===== config.mk =====
export PLATFORM = sky130hd
export DESIGN_NAME = decimal_text_to_fixed_point_top
export DESIGN_NICKNAME = d
export VERILOG_FILES = /design/src/hdl/dtt_pkg.sv /design/src/hdl/decimal_text_to_fixed_point_top.sv /design/src/hdl/dtt_parser.sv /design/src/hdl/dtt_div_pipe.sv /design/src/hdl/dtt_result.sv
export SDC_FILE = /design/constraint.sdc
export NUM_CORES = 2
export LEC_CHECK = 0
export BUFFER_PORTS_ARGS = -buffer_cell sky130_fd_sc_hd__buf_2
export CAP_MARGIN = 10
export CORE_AREA = 2 2 356 252
export CTS_CLUSTER_DIAMETER = 40
export DETAILED_ROUTE_END_ITERATION = 6
export DIE_AREA = 0 0 358 254
export PLACE_DENSITY = 0.77
export SETUP_SLACK_MARGIN = 0.2
export SLEW_MARGIN = 20
export SYNTH_ARGS = -nofsm -noshare
export SYNTH_HDL_FRONTEND = slang
export SYNTH_SLANG_ARGS = --single-unit

===== constraint.sdc =====
create_clock -name aclk -period 23 [get_ports aclk]
set_input_delay 2.3 -clock aclk [delete_from_list [all_inputs] [get_ports aclk]]
set_output_delay 2.3 -clock aclk [all_outputs]
set_load 0.03 [all_outputs]

===== src/hdl/dtt_pkg.sv =====
package dtt_pkg;

    localparam logic [7:0] CH_MINUS = 8'h2D;
    localparam logic [7:0] CH_PLUS  = 8'h2B;
    localparam logic [7:0] CH_DOT   = 8'h2E;
    localparam logic [7:0] CH_ZERO  = 8'h30;
    localparam logic [7:0] CH_NINE  = 8'h39;

    localparam int INT_W  = 31;
    localparam int FRAC_W = 30;

    localparam logic [INT_W-1:0]  INT_MAX_MAG = 31'h7FFF_FFFF;
    localparam logic [FRAC_W-1:0] DEC_SCALE   = 30'd1_000_000_000;
    localparam logic [FRAC_W-1:0] DEC_HALF    = 30'd500_000_000;

    typedef enum logic [1:0] {
        PH_DONE = 2'd0,
        PH_INT  = 2'd1,
        PH_FRAC = 2'd2
    } phase_t;

    typedef struct packed {
        logic             negative;
        logic             overflowed;
        logic [INT_W-1:0] int_mag;
    } num_t;

    // weight of the fraction digit at position k, padded to nine digits
    function automatic logic [FRAC_W-1:0] frac_weight(input logic [3:0] k);
        logic [FRAC_W-1:0] w;
        unique case (k)
            4'd0:    w = 30'd100_000_000;
            4'd1:    w = 30'd10_000_000;
            4'd2:    w = 30'd1_000_000;
            4'd3:    w = 30'd100_000;
            4'd4:    w = 30'd10_000;
            4'd5:    w = 30'd1_000;
            4'd6:    w = 30'd100;
            4'd7:    w = 30'd10;
            4'd8:    w = 30'd1;
            default: w = 30'd0;
        endcase
        return w;
    endfunction

endpackage


===== src/hdl/decimal_text_to_fixed_point_top.sv =====
// Channel   Dir  tdata                       tuser
// s_        in   [7:0] ch                    [0] first
// m_        out  [63:0] value (Q31.FRAC_BITS) [0] saturated
// cfg_wr_*  in   [0] fraction_enable         -
//
// One character accepted per cycle while m_ is not stalled; the parse state updates in that cycle.
// After its ending character is taken, a result passes through these registers to m_:
// four divider registers turn the decimal fraction into binary by reciprocal
// multiply and correction, then the rounding register and the output register.
// Synchronous active-low reset; no character is taken while aresetn is low.
// A stalled m_ side freezes the whole pipeline and drops s_tready.
module decimal_text_to_fixed_point_top #(
    parameter int MAX_FRAC_DIGITS = 9,
    parameter int FRAC_BITS       = 32
) (
    input  logic        aclk,
    input  logic        aresetn,
    input  logic        cfg_wr_en,
    input  logic        cfg_wr_data,
    input  logic        s_tvalid,
    output logic        s_tready,
    input  logic [7:0]  s_tdata,   // [7:0] ch
    input  logic [0:0]  s_tuser,   // [0] first
    output logic        m_tvalid,
    input  logic        m_tready,
    output logic [63:0] m_tdata,   // [63:0] value
    output logic [0:0]  m_tuser    // [0] saturated
);
    import dtt_pkg::*;

    logic                 frac_en_reg;
    logic                 en;
    logic                 accept;

    logic                 req_valid;
    num_t                 req_num;
    logic [FRAC_W-1:0]    req_frac;

    logic                 div_valid;
    num_t                 div_num;
    logic [FRAC_W-1:0]    div_rem;
    logic [FRAC_BITS-1:0] div_quo;

    logic                 res_sat;

    always_ff @(posedge aclk) begin
        if (!aresetn) begin
            frac_en_reg <= 1'b1;
        end else if (cfg_wr_en) begin
            frac_en_reg <= cfg_wr_data;
        end
    end

    assign en       = !m_tvalid || m_tready;
    assign s_tready = aresetn && en;
    assign accept   = s_tvalid && s_tready;

    dtt_parser #(
        .MAX_FRAC_DIGITS(MAX_FRAC_DIGITS)
    ) u_parser (
        .aclk     (aclk),
        .aresetn  (aresetn),
        .frac_en  (frac_en_reg),
        .accept   (accept),
        .ch       (s_tdata),
        .first    (s_tuser[0]),
        .req_valid(req_valid),
        .req_num  (req_num),
        .req_frac (req_frac)
    );

    dtt_div_pipe #(
        .FRAC_BITS(FRAC_BITS)
    ) u_div (
        .aclk     (aclk),
        .aresetn  (aresetn),
        .en       (en),
        .in_valid (req_valid),
        .in_num   (req_num),
        .in_frac  (req_frac),
        .out_valid(div_valid),
        .out_num  (div_num),
        .out_rem  (div_rem),
        .out_quo  (div_quo)
    );

    dtt_result #(
        .FRAC_BITS(FRAC_BITS)
    ) u_result (
        .aclk     (aclk),
        .aresetn  (aresetn),
        .en       (en),
        .in_valid (div_valid),
        .in_num   (div_num),
        .in_rem   (div_rem),
        .in_quo   (div_quo),
        .out_valid(m_tvalid),
        .out_value(m_tdata),
        .out_sat  (res_sat)
    );

    assign m_tuser = res_sat;

endmodule


===== src/hdl/dtt_parser.sv =====
module dtt_parser #(
    parameter int MAX_FRAC_DIGITS = 9
) (
    input  logic                       aclk,
    input  logic                       aresetn,
    input  logic                       frac_en,
    input  logic                       accept,
    input  logic [7:0]                 ch,
    input  logic                       first,
    output logic                       req_valid,
    output dtt_pkg::num_t              req_num,
    output logic [dtt_pkg::FRAC_W-1:0] req_frac
);
    import dtt_pkg::*;

    localparam int DIG_W = $clog2(MAX_FRAC_DIGITS + 1);
    localparam logic [DIG_W-1:0] DIG_MAX = DIG_W'(MAX_FRAC_DIGITS);

    phase_t            phase_reg, phase_next, phase_eff;
    num_t              num_reg, num_next, num_eff;
    logic [FRAC_W-1:0] frac_reg, frac_next, frac_eff;
    logic [DIG_W-1:0]  cnt_reg, cnt_next, cnt_eff;

    logic              is_digit;
    logic [3:0]        dval;
    logic [34:0]       int_prod;
    logic [33:0]       frac_term;

    assign is_digit  = (ch >= CH_ZERO) && (ch <= CH_NINE);
    assign dval      = ch[3:0];
    assign int_prod  = 35'(num_eff.int_mag) * 35'd10 + 35'(dval);
    assign frac_term = 34'(dval) * 34'(frac_weight(4'(cnt_eff)));

    always_ff @(posedge aclk) begin
        if (!aresetn) begin
            phase_reg <= PH_DONE;
            num_reg   <= '0;
            frac_reg  <= '0;
            cnt_reg   <= '0;
        end else begin
            phase_reg <= phase_next;
            num_reg   <= num_next;
            frac_reg  <= frac_next;
            cnt_reg   <= cnt_next;
        end
    end

    always_comb begin
        if (first) begin
            phase_eff = PH_INT;
            num_eff   = '0;
            frac_eff  = '0;
            cnt_eff   = '0;
        end else begin
            phase_eff = phase_reg;
            num_eff   = num_reg;
            frac_eff  = frac_reg;
            cnt_eff   = cnt_reg;
        end

        phase_next = phase_reg;
        num_next   = num_reg;
        frac_next  = frac_reg;
        cnt_next   = cnt_reg;
        req_valid  = 1'b0;

        if (accept) begin
            phase_next = phase_eff;
            num_next   = num_eff;
            frac_next  = frac_eff;
            cnt_next   = cnt_eff;
            priority if (first && ch == CH_MINUS) begin
                num_next.negative = 1'b1;
            end else if (first && ch == CH_PLUS) begin
                num_next.negative = 1'b0;
            end else if (phase_eff == PH_INT) begin
                priority if (is_digit) begin
                    if (!num_eff.overflowed) begin
                        if (int_prod > 35'(INT_MAX_MAG)) begin
                            num_next.overflowed = 1'b1;
                            num_next.int_mag    = INT_MAX_MAG;
                        end else begin
                            num_next.int_mag = int_prod[INT_W-1:0];
                        end
                    end
                end else if (ch == CH_DOT && frac_en) begin
                    phase_next = PH_FRAC;
                end else begin
                    req_valid  = 1'b1;
                    phase_next = PH_DONE;
                end
            end else if (phase_eff == PH_FRAC) begin
                if (is_digit) begin
                    if (cnt_eff < DIG_MAX) begin
                        frac_next = frac_eff + frac_term[FRAC_W-1:0];
                        cnt_next  = cnt_eff + DIG_W'(1);
                    end
                end else begin
                    req_valid  = 1'b1;
                    phase_next = PH_DONE;
                end
            end else begin
                phase_next = PH_DONE;
            end
        end
    end

    assign req_num  = num_eff;
    assign req_frac = frac_eff;

    a_sign_opens: assert property (@(posedge aclk) disable iff (!aresetn)
        accept && first && ch == CH_MINUS |=> phase_reg == PH_INT && num_reg.negative)
        else $error("minus sign did not open a negative number");

    a_end_closes: assert property (@(posedge aclk) disable iff (!aresetn)
        req_valid |=> phase_reg == PH_DONE)
        else $error("number still open after its end");

    a_cnt_bound: assert property (@(posedge aclk) disable iff (!aresetn)
        cnt_reg <= DIG_MAX)
        else $error("fraction digit count past limit");

    a_frac_bound: assert property (@(posedge aclk) disable iff (!aresetn)
        frac_reg < DEC_SCALE)
        else $error("padded fraction out of range");

endmodule


===== src/hdl/dtt_div_pipe.sv =====
module dtt_div_pipe #(
    parameter int FRAC_BITS = 32
) (
    input  logic                       aclk,
    input  logic                       aresetn,
    input  logic                       en,
    input  logic                       in_valid,
    input  dtt_pkg::num_t              in_num,
    input  logic [dtt_pkg::FRAC_W-1:0] in_frac,
    output logic                       out_valid,
    output dtt_pkg::num_t              out_num,
    output logic [dtt_pkg::FRAC_W-1:0] out_rem,
    output logic [FRAC_BITS-1:0]       out_quo
);
    import dtt_pkg::*;

    localparam int PROD_W = FRAC_W + FRAC_BITS + 1;
    localparam int REM_W  = FRAC_W + 1;
    localparam logic [FRAC_BITS:0] RECIP =
        (FRAC_BITS+1)'((64'd1 << (FRAC_BITS + FRAC_W)) / 64'(DEC_SCALE));
    localparam logic [REM_W-1:0] SCALE_X = {1'b0, DEC_SCALE};

    logic                 valid0_reg, valid1_reg, valid2_reg, valid3_reg;
    num_t                 num0_reg, num1_reg, num2_reg, num3_reg;
    logic [FRAC_W-1:0]    frac0_reg, frac1_reg;
    logic [FRAC_BITS-1:0] quo1_reg, quo2_reg, quo3_reg;
    logic [REM_W-1:0]     rem2_reg;
    logic [FRAC_W-1:0]    rem3_reg;

    logic [PROD_W-1:0]    prod;
    logic [REM_W-1:0]     back_lo;
    logic [REM_W-1:0]     rem2_next;
    logic                 ge;
    logic [FRAC_W-1:0]    rem3_next;
    logic [FRAC_BITS-1:0] quo3_next;

    always_comb begin
        prod      = PROD_W'(frac0_reg) * PROD_W'(RECIP);
        back_lo   = REM_W'(quo1_reg) * REM_W'(DEC_SCALE);
        rem2_next = REM_W'({frac1_reg, {FRAC_BITS{1'b0}}}) - back_lo;
        ge        = rem2_reg >= SCALE_X;
        rem3_next = ge ? FRAC_W'(rem2_reg - SCALE_X) : rem2_reg[FRAC_W-1:0];
        quo3_next = quo2_reg + FRAC_BITS'(ge);
    end

    always_ff @(posedge aclk) begin
        if (!aresetn) begin
            valid0_reg <= 1'b0;
            valid1_reg <= 1'b0;
            valid2_reg <= 1'b0;
            valid3_reg <= 1'b0;
        end else if (en) begin
            valid0_reg <= in_valid;
            valid1_reg <= valid0_reg;
            valid2_reg <= valid1_reg;
            valid3_reg <= valid2_reg;
        end
    end

    always_ff @(posedge aclk) begin
        if (en) begin
            num0_reg  <= in_num;
            frac0_reg <= in_frac;
            num1_reg  <= num0_reg;
            frac1_reg <= frac0_reg;
            quo1_reg  <= prod[FRAC_W +: FRAC_BITS];
            num2_reg  <= num1_reg;
            quo2_reg  <= quo1_reg;
            rem2_reg  <= rem2_next;
            num3_reg  <= num2_reg;
            quo3_reg  <= quo3_next;
            rem3_reg  <= rem3_next;
        end
    end

    assign out_valid = valid3_reg;
    assign out_num   = num3_reg;
    assign out_rem   = rem3_reg;
    assign out_quo   = quo3_reg;

    a_rem_bound: assert property (@(posedge aclk) disable iff (!aresetn)
        valid3_reg |-> rem3_reg < DEC_SCALE)
        else $error("division remainder out of range");

    a_stall_hold: assert property (@(posedge aclk) disable iff (!aresetn)
        !en |=> $stable(valid3_reg))
        else $error("pipeline moved while stalled");

    a_input_travel: assert property (@(posedge aclk) disable iff (!aresetn)
        en && in_valid |=> valid0_reg)
        else $error("request lost entering the divider");

endmodule


===== src/hdl/dtt_result.sv =====
module dtt_result #(
    parameter int FRAC_BITS = 32
) (
    input  logic                       aclk,
    input  logic                       aresetn,
    input  logic                       en,
    input  logic                       in_valid,
    input  dtt_pkg::num_t              in_num,
    input  logic [dtt_pkg::FRAC_W-1:0] in_rem,
    input  logic [FRAC_BITS-1:0]       in_quo,
    output logic                       out_valid,
    output logic [63:0]                out_value,
    output logic                       out_sat
);
    import dtt_pkg::*;

    localparam int MAG_W = INT_W + FRAC_BITS;
    localparam logic [MAG_W-1:0] MAX_MAG = {MAG_W{1'b1}};

    logic [FRAC_BITS:0]  quo_rnd;
    logic [MAG_W:0]      mag_sum;
    logic [MAG_W-1:0]    mag_next;
    logic                sat_next;

    logic                rnd_valid_reg;
    logic [MAG_W-1:0]    rnd_mag_reg;
    logic                rnd_sat_reg;
    logic                rnd_neg_reg;

    logic                out_valid_reg;
    logic [63:0]         out_value_reg, out_value_next;
    logic                out_sat_reg;

    always_comb begin
        quo_rnd  = {1'b0, in_quo} + (FRAC_BITS+1)'(in_rem >= DEC_HALF);
        mag_sum  = {1'b0, in_num.int_mag, {FRAC_BITS{1'b0}}} + (MAG_W+1)'(quo_rnd);
        sat_next = in_num.overflowed || mag_sum[MAG_W];
        mag_next = sat_next ? MAX_MAG : mag_sum[MAG_W-1:0];
    end

    assign out_value_next = rnd_neg_reg ? (64'd0 - 64'(rnd_mag_reg)) : 64'(rnd_mag_reg);

    always_ff @(posedge aclk) begin
        if (!aresetn) begin
            rnd_valid_reg <= 1'b0;
            out_valid_reg <= 1'b0;
        end else if (en) begin
            rnd_valid_reg <= in_valid;
            out_valid_reg <= rnd_valid_reg;
        end
    end

    always_ff @(posedge aclk) begin
        if (en) begin
            rnd_mag_reg   <= mag_next;
            rnd_sat_reg   <= sat_next;
            rnd_neg_reg   <= in_num.negative;
            out_value_reg <= out_value_next;
            out_sat_reg   <= rnd_sat_reg;
        end
    end

    assign out_valid = out_valid_reg;
    assign out_value = out_value_reg;
    assign out_sat   = out_sat_reg;

    a_sat_clamp: assert property (@(posedge aclk) disable iff (!aresetn)
        out_valid_reg && out_sat_reg |->
            out_value_reg == 64'(MAX_MAG) || out_value_reg == 64'd0 - 64'(MAX_MAG))
        else $error("saturated result not at full scale");

    a_ovf_sat: assert property (@(posedge aclk) disable iff (!aresetn)
        en && in_valid && in_num.overflowed |=> rnd_valid_reg && rnd_sat_reg)
        else $error("integer overflow not flagged");

    a_range: assert property (@(posedge aclk) disable iff (!aresetn)
        out_valid_reg |-> out_value_reg[63] == out_value_reg[MAG_W] ||
            out_value_reg == 64'd0)
        else $error("result outside Q format range");

endmodule


# After elaboration in Yosys (flattened, before gate mapping)
# Memories as Yosys holds them, arrays and structs flattened.
# Cells that the tools add are included.
[word_totals]
memories = 1
in_bits = 15
wordCells = 113
regBits = 525
rom_bits = 400
[memory_table]
columns = ["name", "words", "word_bits", "rd", "rd_ports_with_merged_regs", "write_ports", "line_no", "text"]
rows = [
  ["(no name shown)", 16, 25, 1, 0, 0, "dtt_pkg.sv:31", "unique case (k)"],
]
[classes]
n_addsub = 9
muxes = 42
n_eq_ne = 5
multipliers = 4
order_cmp = 6
n_reduce_logical = 9
[ops]
columns = ["cell", "n"]
rows = [
  ["$mux W30", 8],
  ["$mux W32", 5],
  ["$add A63 B33 Y64", 1],
  ["$sub A1 B63 Y64 const A", 1],
  ["$mux W63", 1],
  ["$mul A30 B32 Y61 const B", 1],
  ["$add A35 B4 Y35", 1],
  ["$gt A35 B31 Y1 const B", 1],
  ["$mul A31 B3 Y34 const B", 1],
  ["$add A32 B1 Y33", 1],
  ["$mux W33", 1],
  ["$add A32 B1 Y32", 1],
  ["$ge A31 B30 Y1 const B", 1],
  ["$mul A31 B21 Y22 const B", 1],
  ["$mux W31", 1],
  ["$sub A1 B31 Y31 const A", 1],
  ["$add A30 B30 Y30", 1],
  ["$ge A30 B29 Y1 const B", 1],
  ["$mul A4 B30 Y30", 1],
  ["$sub A30 B30 Y30 const B", 1],
  ["$mux W4", 7],
  ["$eq A8 B6 Y1 const B", 3],
  ["$mux W2", 8],
  ["$mux W1", 11],
  ["9 further kinds", 15],
]

# Longest topological paths before layout
[depth]
ltp_word = 10
ltp_mapped = 29

# Cells and area by module
# Synthesis repeated with hierarchy kept, for this count alone.
[unflattened]
cells_unflattened = 4192
hier_area_um2 = 45070.7
[modules_own_cells]
columns = ["mod", "cells_per_inst", "area_each_um2", "instances"]
rows = [
  ["dtt_div_pipe", 2231, 27616.5, 1],
  ["dtt_parser", 1335, 10371.2, 1],
  ["dtt_result", 620, 7023.0, 1],
  ["decimal_text_to_fixed_point_top", 6, 60.1, 1],
]

# Worst setup path before layout
# Ideal clock, no wire load.
[synth_timing]
kind = "input-to-output"
from = "input port m_tready"
to = "output port s_tready"
path_stages = 4
slack_ns = 8.893
t_required_ns = 20.700
t_arrival_ns = 11.807
cell_sequence = "nor2b_1 clkbuf_1 inv_1 and2_1"
[synth_between]
elab_chain_cells = 2
[synth_rtl]
columns = ["element", "line_no", "text"]
rows = [
  ["start, declared", "decimal_text_to_fixed_point_top.sv:25", "input logic m_tready,"],
  ["$logic_or A1 B1 Y1", "decimal_text_to_fixed_point_top.sv:54", "assign en = !m_tvalid || m_tready;"],
  ["$logic_and A1 B1 Y1", "decimal_text_to_fixed_point_top.sv:55", "assign s_tready = aresetn && en;"],
  ["end, declared", "decimal_text_to_fixed_point_top.sv:21", "output logic s_tready,"],
]
# No other way between the ends.

# Worst setup path in the final report
[layout_timing]
from = "input port s_tuser"
to = "register u_parser.frac_reg[28]"
[layout_between]
elab_chain_cells = 10
word_cells_on_any_way = 17
cone_classes = "1 x add/sub; 1 x mul; 1 x order compare; 2 x eq/ne; 9 x mux; 2 x reduce/logical; 1 x memory"
[layout_rtl]
columns = ["element", "line_no", "text"]
rows = [
  ["start, declared", "decimal_text_to_fixed_point_top.sv:23", "input logic [0:0] s_tuser,"],
  ["$mux W4", "dtt_parser.sv:49", "if (first) begin"],
  ["$mem_v2 Z16 W25", "-", ""],
  ["$mul A4 B30 Y30", "dtt_parser.sv:32", "assign frac_term = 34'(dval) * 34'(frac_weight(4'(cnt_eff)));"],
  ["$add A30 B30 Y30", "dtt_parser.sv:95", "frac_next = frac_eff + frac_term[FRAC_W-1:0];"],
  ["$mux W30", "dtt_parser.sv:94", "if (cnt_eff < DIG_MAX) begin"],
  ["$mux W30", "dtt_parser.sv:93", "if (is_digit) begin"],
  ["$mux W30", "dtt_parser.sv:92", "end else if (phase_eff == PH_FRAC) begin"],
  ["$mux W30", "dtt_parser.sv:76", "end else if (phase_eff == PH_INT) begin"],
  ["$mux W30", "dtt_parser.sv:74", "end else if (first && ch == CH_PLUS) begin"],
  ["$mux W30 (*)", "dtt_parser.sv:72", "priority if (first && ch == CH_MINUS) begin"],
  ["end signal, assigned", "dtt_parser.sv:43", "frac_reg <= frac_next;"],
  ["end, declared", "dtt_parser.sv:21", "logic [FRAC_W-1:0] frac_reg, frac_next, frac_eff;"],
]
# Every way passes the cells marked *; elsewhere a longest branch is shown, timed or not.
# A chain may end at the register's enable or synchronous reset.

==> impl_results.md <==
- CTS root buffer: clkbuf_16
- Final Power: roughly 2.4 mW
- Pin count of the biggest net entering global routing: 205
- Via count: 28100
- Number of global-route vias before repair: between 20000 and 30000
- Dpl hpwl: between 70000 and 80000 um
- Nets: approximately 5000
- # setup viols final: 0
- Vias per Instance: about 5.3
- Max-cap violation count: 0
- Cts hold-fix bufs: 0
- Worst-Skew Late Latency: 0.62 ns
- Detail Route Antenna Nets: 0
- Clk slew on worst S/H paths: 0.07 ns
- Worst Hold Class: flop to flop
- I/O Buffers: 81
- Finished Layout Cells: roughly 5300
- CTS sink cnt: around 500
- First-pass GRT wire length: approximately 150000 um
- WHS Path Cells: 0
- Relative slew slack: approximately 28%
- Die height: roughly 250 um
- Peak VDD IR: around 0.055 mV
- Count of different cell masters after synthesis: ~80
- Filler cells: about 7300
- Main synth FF type: edfxtp_1
- Power per Cell Area: 51.5 nW/um^2
- Placed instance count: 5164
- Tmin final: around 9.6 ns
- Reg2Reg Setup Slack: approximately 14 ns
- Critical Path Start Type: input pin
- EDFF count, synth: ~430
- Worst Reg-to-Reg Cells: 26
- Post-CTS setup buffers: 0
- R2r startpoint: u_div.frac0_reg[13]$_DFFE_PN_
- I/O pin count: 82
- Global route total overflow: 0
- Status: completed
- Number of flip-flops under the largest register name: 64
- Pre-CTS setup slack: ~13 ns
- Avg WL per Cell: approximately 17 um
- Number of buffers created by CTS: 67
- Highest clock rate: ~0.10 GHz
- Drt first-iter violations: about 2100
- CORE AREA: 87400 um^2
- Layout area overhead: 9.05%
- Initial Util: around half
- Slew Viols, Final: 0
- H-tree lvl count: 3
- Initial antenna violation count: 0
- Worst Setup SP: s_tuser
- Setup TNS: 0 ns
- Layout Skew: ~0.037 ns
- Cell area after synthesis: ~44000 um^2
- Worst Path Required: 23.52 ns
- Worst R2R End: u_div.quo1_reg[27]$_DFFE_PN_
- Final setup margin: around 13 ns
- Remaining DRCs: 0
- Mapped Cells: around 4000
- CTS tree: built
- Routed WL: between 90000 and 100000 um
- Die ar.: around 90000 um^2
- Hold endpoint: u_div.out_num[31]$_DFFE_PN_
- Hold Path Origin: u_div.num2_reg[31]$_DFFE_PN_
- Layout cells sized above 1: around 5.6%
- Slew @ Worst Pin: 1.08 ns
- Leak: ~24 nW
- Row count: 91
- Syn. warnings: 0
- Avg Cell Area, Syn: 10.9 um^2
- RePlAce Congestion: between 0.9 and 1
- Synth Register Bits: a little over 500
- Die Wd: roughly 360 um
- Pre-Repair DR Iteration Count: 5
- RSZ-0062 raised after global routing: false
- Async S/R FF share, synth: 0%
- Total global-route track usage: a little over a fifth
- Worst Path Arrival: 10.14 ns
- Crit end category: flop
- Sequential area share after synthesis: between 30% and 40%
- Diodes inserted: 0
- Max clock buf depth: 3
- Final period util: between 40% and 50%
- Worst-path fanout max: 24
- Syn Nets: 4966
- Post-cts sizing count: 0
- Hold Vio Cnt, Final: 0
- Crit Path Class: input pin to flop
area by class of cell:
type | count | area (um^2) | share of cell area, %
well taps | 1162 | 1450 | 3.06
inverters | 700 | 2640 | 5.55
clock buffers | 82 | 1770 | 3.74
clock inverters | 41 | 465 | 0.981
repair buffers | 93 | 508 | 1.07
multi-input cells | 2704 | 26200 | 55.2
flip-flops and latches | 505 | 14400 | 30.3
power by group:
group	internal, mW	switching [mW]
logic	0.143	0.193
registers	1.05	0.0340
clock network	0.602	0.422
cells by family after synthesis:
family | after synthesis | share of synthesized area (%)
AO/OA/AOI/OAI | 479 | 7.51
AND/OR/NAND/NOR | 902 | 10.4
flip-flops | 505 | 33.1
XOR/XNOR | 349 | 7.05
buffers and inverters | 774 | 6.72
adder cells (fa/ha/maj) | 968 | 35.1
multiplexers | 6 | 0.141
worst max-delay path by stage:
stage / endpoint
2_1_floorplan: s_tready
3_3_place_gp: u_parser.frac_reg[28]$_SDFFE_PN0P_
3_5_place_dp: u_parser.frac_reg[28]$_SDFFE_PN0P_
4_1_cts: u_parser.frac_reg[28]$_SDFFE_PN0P_
5_1_grt: u_parser.frac_reg[28]$_SDFFE_PN0P_
6_report: u_parser.frac_reg[28]$_SDFFE_PN0P_
metrics by stage:
step | utilization (%) | hold slack, ns | instance area (um^2)
after floorplan | - | 0.400 | 43500
after global placement | 51.7 | 0.401 | 45200
after detailed placement | 51.7 | 0.405 | 45200
after CTS | 54.3 | 0.407 | 47500
after global routing | 54.3 | 0.410 | 47500
final | 54.3 | 0.403 | 47500
Yosys cell counts (10+ instances only):
cell type,n,share of area (%)
a21o_1,51,0.88
fa_1,423,19
xor2_1,94,1.9
nand3_1,94,1.1
edfxtp_1,429,30
nor3_1,32,0.37
or3_1,13,0.19
and2_1,50,0.72
o31ai_1,26,0.45
nand4_1,28,0.40
a22oi_1,27,0.47
nor4_1,14,0.20
nor2b_1,95,1.4
nor2_1,163,1.4
or2_2,13,0.19
nand2b_1,26,0.37
and3_1,44,0.63
a221o_1,28,0.64
o41ai_1,14,0.28
a31oi_1,16,0.23
o21bai_1,10,0.17
ha_1,545,16
dfxtp_1,76,3.5
nand2_1,277,2.4
o21a_1,19,0.33
a21boi_0,12,0.21
o21ai_0,99,1.1
inv_1,700,6.0
xnor2_1,254,5.1
or4_1,15,0.26
a21oi_1,96,1.1
clkbuf_1,65,0.56
worst max-delay path, cell delays in order:
cell       delay (ns)
buf_2            0.27
inv_1            0.54
nand2_1          0.30
inv_1            0.22
ha_1             0.34
nor4bb_1         0.61
nand2_1          0.15
fa_1             0.48
fa_1             0.54
fa_1             0.51
inv_1            0.05
ha_1             0.32
a21o_1           0.20
a2111oi_0        0.76
o21ai_0          0.35
o31a_1           0.37
a211oi_1         0.48
a21oi_1          0.25
a41oi_1          0.39
a211oi_1         0.12
a211oi_1         0.25
xnor2_1          0.10
a32o_1           0.22
layout by cell type, fill, tap and decap left out, types with 76 or more instances in the layout:
master    instances
nand2_1         277
ha_1            545
buf_2            81
fa_1            423
xnor2_1         254
dfxtp_1          76
a21oi_1          96
xor2_1           94
o21ai_0          98
edfxtp_1        429
nor2b_1          95
inv_1           699
nor2_1          161
nand3_1          94
per-layer routing:
layer  part of all wire [%]  up-vias  track usage (%)  wire length, um
li1                       -    13600                -                -
met1                     48    13600             31.0            43700
met2                     43      843             30.6            39300
met3                    7.8      118             5.07             7190
met4                    1.8        0             4.73             1680
met5                      0        -                0                0
Power figures use the tool's default switching activity.
